`src/rtl/tcc_pkg.sv`:
```
// Shared types and constants of the text console.
`timescale 1ns / 1ps
`default_nettype none

package tcc_pkg;

    localparam int CHAR_W = 8;
    localparam int ROW_W  = 4;
    localparam int COL_W  = 5;

    // control codes
    localparam logic [CHAR_W-1:0] CODE_LF = 8'd10;
    localparam logic [CHAR_W-1:0] CODE_CR = 8'd13;

    // item modes
    localparam logic MODE_PUT  = 1'b0;
    localparam logic MODE_READ = 1'b1;

    typedef struct packed {
        logic              mode;
        logic [CHAR_W-1:0] char_code;
        logic [ROW_W-1:0]  read_row;
        logic [COL_W-1:0]  read_col;
    } t_item;

    typedef struct packed {
        logic [CHAR_W-1:0] cell_data;
        logic [ROW_W-1:0]  cursor_row;
        logic [COL_W-1:0]  cursor_col;
        logic              scrolled;
    } t_result;

endpackage

`default_nettype wire

```
`src/rtl/tcc_addr.sv`:
```
// Shared cell address unit: row times row pitch plus offset.
`timescale 1ns / 1ps
`default_nettype none

module tcc_addr #(
    parameter int COLUMNS = 32,
    parameter int ROWS    = 10
) (
    input  wire logic [$clog2(ROWS+1)-1:0]         i_row,
    input  wire logic [$clog2(ROWS*COLUMNS+1)-1:0] i_off,
    output logic      [$clog2(ROWS*COLUMNS)-1:0]   o_addr
);

    localparam int AW = $clog2(ROWS * COLUMNS);

    // constant multiply by the row pitch, then one add
    assign o_addr = AW'(32'(i_row) * COLUMNS + 32'(i_off));

endmodule

`default_nettype wire

```
`src/rtl/tcc_mem.sv`:
```
// Cell store: one write port, one registered read port.
`timescale 1ns / 1ps
`default_nettype none

module tcc_mem #(
    parameter int DEPTH = 320
) (
    input  wire logic                     i_clk,
    input  wire logic                     i_we,
    input  wire logic [$clog2(DEPTH)-1:0] i_waddr,
    input  wire logic [tcc_pkg::CHAR_W-1:0] i_wdata,
    input  wire logic [$clog2(DEPTH)-1:0] i_raddr,
    output logic      [tcc_pkg::CHAR_W-1:0] o_rdata
);

    logic [tcc_pkg::CHAR_W-1:0] r_mem [DEPTH];
    logic [tcc_pkg::CHAR_W-1:0] r_rdata;

    always_ff @(posedge i_clk) begin
        if (i_we) begin
            r_mem[i_waddr] <= i_wdata;
        end
        r_rdata <= r_mem[i_raddr];
    end

    assign o_rdata = r_rdata;

endmodule

`default_nettype wire

```
`src/rtl/tcc_ctrl.sv`:
```
// Sequencer: cursor, clearing pass, row scroll and result register.
`timescale 1ns / 1ps
`default_nettype none

module tcc_ctrl #(
    parameter int COLUMNS = 32,
    parameter int ROWS    = 10
) (
    input  wire logic                                 i_clk,
    input  wire logic                                 i_rst_n,
    input  wire logic                                 i_start,
    input  wire tcc_pkg::t_item                       i_item,
    output logic                                      o_busy,
    output logic                                      o_valid,
    output tcc_pkg::t_result                          o_result,
    output logic                                      o_we,
    output logic      [$clog2(ROWS*COLUMNS)-1:0]      o_waddr,
    output logic      [tcc_pkg::CHAR_W-1:0]           o_wdata,
    output logic      [$clog2(ROWS*COLUMNS)-1:0]      o_raddr,
    input  wire logic [tcc_pkg::CHAR_W-1:0]           i_rdata
);

    localparam int DEPTH = ROWS * COLUMNS;
    localparam int AW    = $clog2(DEPTH);
    localparam int CNT_W = $clog2(DEPTH + 1);
    localparam int RW    = $clog2(ROWS + 1);
    localparam int CW    = $clog2(COLUMNS + 1);
    localparam int SCR_N = (ROWS - 1) * COLUMNS;

    typedef enum logic [4:0] {
        S_IDLE   = 5'b00001,
        S_CLEAR  = 5'b00010,
        S_RDW    = 5'b00100,
        S_SCROLL = 5'b01000,
        S_DRAIN  = 5'b10000
    } t_state;

    t_state                r_state, n_state;
    logic [CNT_W-1:0]      r_cnt, n_cnt;
    logic [AW-1:0]         r_wa, n_wa;
    logic                  r_wv, n_wv;
    logic [RW-1:0]         r_row, n_row;
    logic [CW-1:0]         r_col, n_col;
    logic                  r_rd_ok, n_rd_ok;
    logic                  r_valid, n_valid;
    tcc_pkg::t_result      r_res, n_res;

    logic                  accept;
    logic                  rd_ok;
    logic                  printable;
    logic [RW-1:0]         put_row;
    logic [CW-1:0]         put_col;
    logic                  put_scroll;
    logic [RW-1:0]         op_row;
    logic [CNT_W-1:0]      op_off;
    logic [AW-1:0]         addr;

    assign accept = i_start && (r_state == S_IDLE);
    assign rd_ok  = (32'(i_item.read_row) < ROWS) && (32'(i_item.read_col) < COLUMNS);
    assign printable = (i_item.char_code != tcc_pkg::CODE_LF)
                    && (i_item.char_code != tcc_pkg::CODE_CR);

    // cursor after a put item
    always_comb begin
        put_row    = r_row;
        put_col    = r_col;
        put_scroll = 1'b0;
        if (i_item.char_code == tcc_pkg::CODE_LF) begin
            put_row = r_row + 1'b1;
        end else if (i_item.char_code == tcc_pkg::CODE_CR) begin
            put_col = '0;
        end else begin
            put_col = r_col + 1'b1;
        end
        if (put_col == CW'(COLUMNS)) begin
            put_col = '0;
            put_row = put_row + 1'b1;
        end
        if (put_row == RW'(ROWS)) begin
            put_row    = RW'(ROWS - 1);
            put_scroll = 1'b1;
        end
    end

    // operands of the shared address unit
    always_comb begin
        if (r_state == S_SCROLL) begin
            op_row = RW'(1);
            op_off = r_cnt;
        end else if (i_item.mode == tcc_pkg::MODE_READ) begin
            op_row = RW'(i_item.read_row);
            op_off = CNT_W'(i_item.read_col);
        end else begin
            op_row = r_row;
            op_off = CNT_W'(r_col);
        end
    end

    tcc_addr #(
        .COLUMNS (COLUMNS),
        .ROWS    (ROWS)
    ) u_addr (
        .i_row  (op_row),
        .i_off  (op_off),
        .o_addr (addr)
    );

    // store write port selection
    always_comb begin
        o_we    = 1'b0;
        o_waddr = addr;
        o_wdata = i_item.char_code;
        unique case (r_state)
            S_CLEAR: begin
                o_we    = 1'b1;
                o_waddr = r_cnt[AW-1:0];
                o_wdata = '0;
            end
            S_IDLE: begin
                o_we = accept && (i_item.mode == tcc_pkg::MODE_PUT) && printable;
            end
            S_SCROLL: begin
                o_we    = r_wv;
                o_waddr = r_wa;
                o_wdata = i_rdata;
            end
            S_DRAIN: begin
                o_we    = 1'b1;
                o_waddr = r_wa;
                o_wdata = i_rdata;
            end
            S_RDW: begin
                o_we = 1'b0;
            end
            default: begin
                o_we = 1'b0;
            end
        endcase
    end

    assign o_raddr = addr;

    // sequencer
    always_comb begin
        n_state = r_state;
        n_cnt   = r_cnt;
        n_wa    = r_wa;
        n_wv    = r_wv;
        n_row   = r_row;
        n_col   = r_col;
        n_rd_ok = r_rd_ok;
        n_valid = 1'b0;
        n_res   = r_res;
        unique case (r_state)
            S_CLEAR: begin
                n_cnt = r_cnt + 1'b1;
                if (r_cnt == CNT_W'(DEPTH - 1)) begin
                    n_state = S_IDLE;
                end
            end
            S_IDLE: begin
                if (accept) begin
                    if (i_item.mode == tcc_pkg::MODE_READ) begin
                        n_rd_ok = rd_ok;
                        n_state = S_RDW;
                    end else begin
                        n_row = put_row;
                        n_col = put_col;
                        if (put_scroll) begin
                            n_state = S_SCROLL;
                            n_cnt   = '0;
                            n_wv    = 1'b0;
                        end else begin
                            n_valid            = 1'b1;
                            n_res.cell_data    = '0;
                            n_res.cursor_row   = tcc_pkg::ROW_W'(put_row);
                            n_res.cursor_col   = tcc_pkg::COL_W'(put_col);
                            n_res.scrolled     = 1'b0;
                        end
                    end
                end
            end
            S_RDW: begin
                n_valid          = 1'b1;
                n_res.cell_data  = r_rd_ok ? i_rdata : '0;
                n_res.cursor_row = tcc_pkg::ROW_W'(r_row);
                n_res.cursor_col = tcc_pkg::COL_W'(r_col);
                n_res.scrolled   = 1'b0;
                n_state          = S_IDLE;
            end
            S_SCROLL: begin
                // read one row ahead, write back in the next cycle
                n_wa  = r_cnt[AW-1:0];
                n_wv  = 1'b1;
                n_cnt = r_cnt + 1'b1;
                if (r_cnt == CNT_W'(SCR_N - 1)) begin
                    n_state = S_DRAIN;
                end
            end
            S_DRAIN: begin
                n_valid          = 1'b1;
                n_res.cell_data  = '0;
                n_res.cursor_row = tcc_pkg::ROW_W'(r_row);
                n_res.cursor_col = tcc_pkg::COL_W'(r_col);
                n_res.scrolled   = 1'b1;
                n_state          = S_IDLE;
            end
            default: begin
                n_state = S_IDLE;
            end
        endcase
    end

    // control state
    always_ff @(posedge i_clk) begin
        if (!i_rst_n) begin
            r_state <= S_CLEAR;
            r_cnt   <= '0;
            r_wv    <= 1'b0;
            r_row   <= '0;
            r_col   <= '0;
            r_valid <= 1'b0;
        end else begin
            r_state <= n_state;
            r_cnt   <= n_cnt;
            r_wv    <= n_wv;
            r_row   <= n_row;
            r_col   <= n_col;
            r_valid <= n_valid;
        end
    end

    // payload
    always_ff @(posedge i_clk) begin
        r_wa    <= n_wa;
        r_rd_ok <= n_rd_ok;
        r_res   <= n_res;
    end

    assign o_busy   = (r_state != S_IDLE);
    assign o_valid  = r_valid;
    assign o_result = r_res;

endmodule

`default_nettype wire

```
`src/rtl/text_console_cursor_scroll.sv`:
```
// Top level of the text console with cursor and row scroll.
//
// Usage: an item is taken at a clock edge where start is high and busy is
// low. i_item.mode selects put (store char_code at the cursor, LF moves down,
// CR returns to column 0) or read (fetch the cell at read_row/read_col).
// Every item gives one result on o_result, marked by o_valid for exactly
// one cycle; the receiver cannot stall, each result must be taken then.
// Result and busy per item mode:
//   put without scroll : result the cycle after accept, busy stays low,
//                        one item per cycle
//   read               : busy in S_RDW, which registers the stored cell as result
//   put with scroll    : busy in S_SCROLL and S_DRAIN, the single store
//                        write port copying one cell per cycle
// Reset: cursor goes to row 0, column 0, then a clearing pass writes zero to
// all ROWS*COLUMNS cells, one per cycle, with busy high.
`timescale 1ns / 1ps
`default_nettype none

module text_console_cursor_scroll #(
    parameter int COLUMNS = 32,
    parameter int ROWS    = 10
) (
    input  wire logic             i_clk,
    input  wire logic             i_rst_n,
    input  wire logic             start,
    output logic                  busy,
    input  wire tcc_pkg::t_item   i_item,
    output logic                  o_valid,
    output tcc_pkg::t_result      o_result
);

    localparam int DEPTH = ROWS * COLUMNS;
    localparam int AW    = $clog2(DEPTH);

    logic                        we;
    logic [AW-1:0]               waddr;
    logic [tcc_pkg::CHAR_W-1:0]  wdata;
    logic [AW-1:0]               raddr;
    logic [tcc_pkg::CHAR_W-1:0]  rdata;

    tcc_ctrl #(
        .COLUMNS (COLUMNS),
        .ROWS    (ROWS)
    ) u_ctrl (
        .i_clk    (i_clk),
        .i_rst_n  (i_rst_n),
        .i_start  (start),
        .i_item   (i_item),
        .o_busy   (busy),
        .o_valid  (o_valid),
        .o_result (o_result),
        .o_we     (we),
        .o_waddr  (waddr),
        .o_wdata  (wdata),
        .o_raddr  (raddr),
        .i_rdata  (rdata)
    );

    tcc_mem #(
        .DEPTH (DEPTH)
    ) u_mem (
        .i_clk   (i_clk),
        .i_we    (we),
        .i_waddr (waddr),
        .i_wdata (wdata),
        .i_raddr (raddr),
        .o_rdata (rdata)
    );

endmodule

`default_nettype wire

```
`config.mk`:
```
export PLATFORM = sky130hd
export DESIGN_NAME = text_console_cursor_scroll
export DESIGN_NICKNAME = d
export VERILOG_FILES = /design/src/rtl/tcc_pkg.sv /design/src/rtl/tcc_addr.sv /design/src/rtl/tcc_mem.sv /design/src/rtl/tcc_ctrl.sv /design/src/rtl/text_console_cursor_scroll.sv
export SDC_FILE = /design/constraint.sdc
export NUM_CORES = 2
export LEC_CHECK = 0
export ABC_CLOCK_PERIOD_IN_PS = 25900
export CORE_MARGIN = 3
export CORE_UTILIZATION = 50
export CTS_CLUSTER_DIAMETER = 150
export CTS_CLUSTER_SIZE = 12
export DETAILED_ROUTE_END_ITERATION = 10
export DONT_BUFFER_PORTS = 1
export HOLD_SLACK_MARGIN = 0.15
export PLACE_DENSITY = 0.69
export SYNTH_ARGS = -nofsm -noshare
export SYNTH_HDL_FRONTEND = slang
export SYNTH_SLANG_ARGS = --single-unit
```
`constraint.sdc`:
```
create_clock -name i_clk -period 25.9 [get_ports i_clk]
set_input_delay 1.295 -clock i_clk [delete_from_list [all_inputs] [get_ports i_clk]]
set_output_delay 1.295 -clock i_clk [all_outputs]
set_load 0.005 [all_outputs]
```
==> results.sh <==
export IMPL_status="finished, final reports clean"
export IMPL_die_y_microns=464
export IMPL_num_rows=167
export IMPL_synthCells=6413
export IMPL_grt_pass1_wl_microns=420000
export IMPL_cp_data_required_time_ps=26680
export IMPL_fillers=15900
export IMPL_via_per_inst=6.59
export IMPL_synth_xor_area_share_pct=0.159
export IMPL_synthArstFlopShare_pct=0
export IMPL_peakVddDrop_v=0.0000785
export IMPL_globalRouteOverflowTotal=0
export IMPL_pwr_share_seq_pct=55.5
export IMPL_clk_path_buf_depth=3
export IMPL_cp_start_kind="register"
export IMPL_fp_dieW_microns=464
export IMPL_wirelength_microns=292000
export IMPL_synthTopCellsByCount="edfxtp_1 (2,588), nand2_1 (917), nor2_1 (402)"
export IMPL_critPathKind="register to register"
export IMPL_routedWlPerCell_microns=31.7
export IMPL_yosys_area_share_simple_pct=7.06
export IMPL_yosys_cell_count_top_type="edfxtp_1"
export IMPL_path_clk_slew_ps=70
export IMPL_cts_root_buffer_cell="clkbuf_16"
export IMPL_worst_slack_ps=18230
export IMPL_gp_congestion=0.877
export IMPL_p_leak_nw=36.8
export IMPL_port_buffers=0
export IMPL_crit_arrival_ps=8450
export IMPL_grt_use_total_pct=26.7
export IMPL_syn_avg_cell_area_sq_um=16.3
export IMPL_cts_tree="done"
export IMPL_hold_buffers=0
export IMPL_grt_max_degree=227
export IMPL_maxCapViolCount=0
export IMPL_dp_hpwl_microns=166000
export IMPL_rsz0062_at_grt="no"
export IMPL_synthMuxAreaShare_pct=9.33
export IMPL_synth_top_cell_area_share_pct=74.2
export IMPL_max_slew_margin_pct=13.3
export IMPL_drt_pass1_iter_count=8
export IMPL_area_delta_synth_final_pct=8.55
export IMPL_dp_cells=8896
export IMPL_io_pins=41
export IMPL_hold_viol_final=0
export IMPL_start_util_pct=50.4
export IMPL_core_area_sq_um=208000
export IMPL_vias=60700
export IMPL_drt_iter0_markers=9346
export IMPL_post_route_period_util_pct=29.6
export IMPL_synth_adder_area_share_pct=0.103
export IMPL_fin_nets=6375
export IMPL_drive_above_1_share_pct=11.0
export IMPL_timing_hold_ws_ps=478
export IMPL_synthFlopType="edfxtp_1"
export IMPL_critPathCaptureType="register"
export IMPL_finalClockSkew_ps=52.2
export IMPL_synth_seq_cells=2622
export IMPL_grt_pass1_vias=58200
export IMPL_synth_nets=6442
export IMPL_placed_cell_area_sq_um=107000
export IMPL_drv_slew=0
export IMPL_fmax_mhz=130
export IMPL_pre_cts_ws_ps=18310
export IMPL_setup_viol=0
export IMPL_synth_compound_area_share_pct=6.08
export IMPL_die_area_sq_um=215000
export IMPL_clk_latency_ps=900
export IMPL_power_frac_clock_pct=35.8
export IMPL_postRouteAntennaNets=0
export IMPL_worstMarginPinSlew_ps=1300
export IMPL_yosysTopAreaCell="edfxtp_1"
export IMPL_cts_htree_levels=4
export IMPL_power_mw=8.77
export IMPL_synth_top_family_by_area="multiplexers"
export IMPL_synthTopCellsByArea="edfxtp_1 (74%), mux4_2 (5.3%), mux2i_1 (3.4%)"
export IMPL_intPower_mw=6.66
export IMPL_drc=0
export IMPL_fin_util_pct=54.8
export IMPL_yosysWarnings=0
export IMPL_fin_setup_tns_ps=0
export IMPL_finalNonFillerCells=9218
export IMPL_syn_area_sq_um=105000
export IMPL_hold_path_class="register to register"
export IMPL_ys_types=97
export IMPL_numCtsBuffers=236
export IMPL_pwr_share_comb_pct=8.7
export IMPL_switching_share_pct=24.1
export IMPL_antenna_found_initial=17
export IMPL_yosysSeqAreaShare_pct=74.8
export IMPL_cp_max_fo=106
export IMPL_synth_edf_count=2588
export IMPL_final_area_sq_um=114000
export IMPL_post_cts_buffers=0
export IMPL_clock_sink_count=2622
export IMPL_fin_crit_ps=7670
export IMPL_post_cts_resized=0
export IMPL_p_switching_mw=2.11
export IMPL_power_density_nw_per_um2=77.1
## cell type report
type	instances	area (sq um)	share of cell area [%]
Tap cell	2788	3490	3.07
Sequential cell	2622	78400	68.9
Inverter	17	63.8	0.0561
Multi-Input combinational cell	3355	24300	21.3
Antenna cell	10	25.0	0.0220
Clock inverter	16	358	0.315
Clock buffer	296	6130	5.39
Timing Repair Buffer	114	1030	0.906
## path summary, 6_finish.rpt
| kind | from | end | slack (ps) | cells past startpoint |
|---|---|---|---|---|
| max reg2reg | u_ctrl.r_state[3]$_SDFFE_PN0P_ | u_mem.o_rdata[6]$_DFF_P_ | 18230 | 14 |
| min | u_ctrl.r_wv$_SDFFE_PN0P_ | u_ctrl.r_wv$_SDFFE_PN0P_ | 480 | 2 |
| max | u_ctrl.r_state[3]$_SDFFE_PN0P_ | u_mem.o_rdata[6]$_DFF_P_ | 18230 | 14 |
| min reg2reg | u_ctrl.r_wv$_SDFFE_PN0P_ | u_ctrl.r_wv$_SDFFE_PN0P_ | 480 | 2 |
## state kept, by name (all words and copies together), names as in the netlist
register	cells
u_mem.r_mem	2560
u_mem.o_rdata	8
u_ctrl.o_valid	1
u_ctrl.r_cnt	9
u_ctrl.r_rd_ok	1
u_ctrl.r_row	4
u_ctrl.o_result	18
u_ctrl.r_state	5
u_ctrl.r_col	6
u_ctrl.r_wv	1
u_ctrl.r_wa	9
## per-layer routing
metal	global-route usage, %	up-vias	part of all wire, %
met2	40.0	4177	46
met5	0	-	0.052
met4	11.1	14	4.3
met1	37.4	30900	38
met3	6.81	674	12
li1	-	24900	-
## power by group through the flow
| stage | clock [mW] | sequential (mW) | combinational, mW |
|---|---|---|---|
| floorplan | 0 | 5.14 | 0.419 |
| global placement | 0 | 4.95 | 0.727 |
| CTS | 3.15 | 4.86 | 0.747 |
| global route | 3.31 | 4.87 | 0.791 |
| finish | 3.14 | 4.87 | 0.761 |
| detailed placement | 0 | 4.95 | 0.746 |
## logic make-up after synthesis
kind of cell,count (synthesis)
flops,2622
buf+inv,436
fa+ha+maj,8
compound gates,957
simple gates,1739
xor+xnor,19
mux,632
## placed cells by master (no fill, tap or decap), types with 11 or more instances in the layout
cell and instances:
a211oi_1 22, mux4_2 248, buf_12 14, o21ai_0 93
o21ai_4 11, nor4_1 32, a22o_1 17, a22oi_1 51
and2_1 28, mux4_1 21, nand3_1 164, o221ai_1 73
a2111oi_0 26, nor3_1 57, inv_1 16, clkbuf_16 236
a21oi_1 275, and3_1 28, or3_1 15, nand4_1 34
o22ai_1 97, mux2i_1 355, edfxtp_1 2588, o211ai_1 17
or4_1 12, dfxtp_1 34, clkbuf_1 60, a32oi_1 31
nand2_1 900, a31oi_1 100, nor2_1 393, buf_4 100
## worst max-delay path, stage by stage (launching register included)
cell and delay (ps):
dfxtp_1 500, nor4b_2 650, a21oi_1 420, nor2_4 200, buf_12 500, buf_4 610
buf_12 530, buf_4 870, buf_4 760, mux4_1 400, a211oi_1 290, o22ai_1 170
a21oi_1 690, o211ai_1 400, and3_1 320
Power figures use the tool's default switching activity.
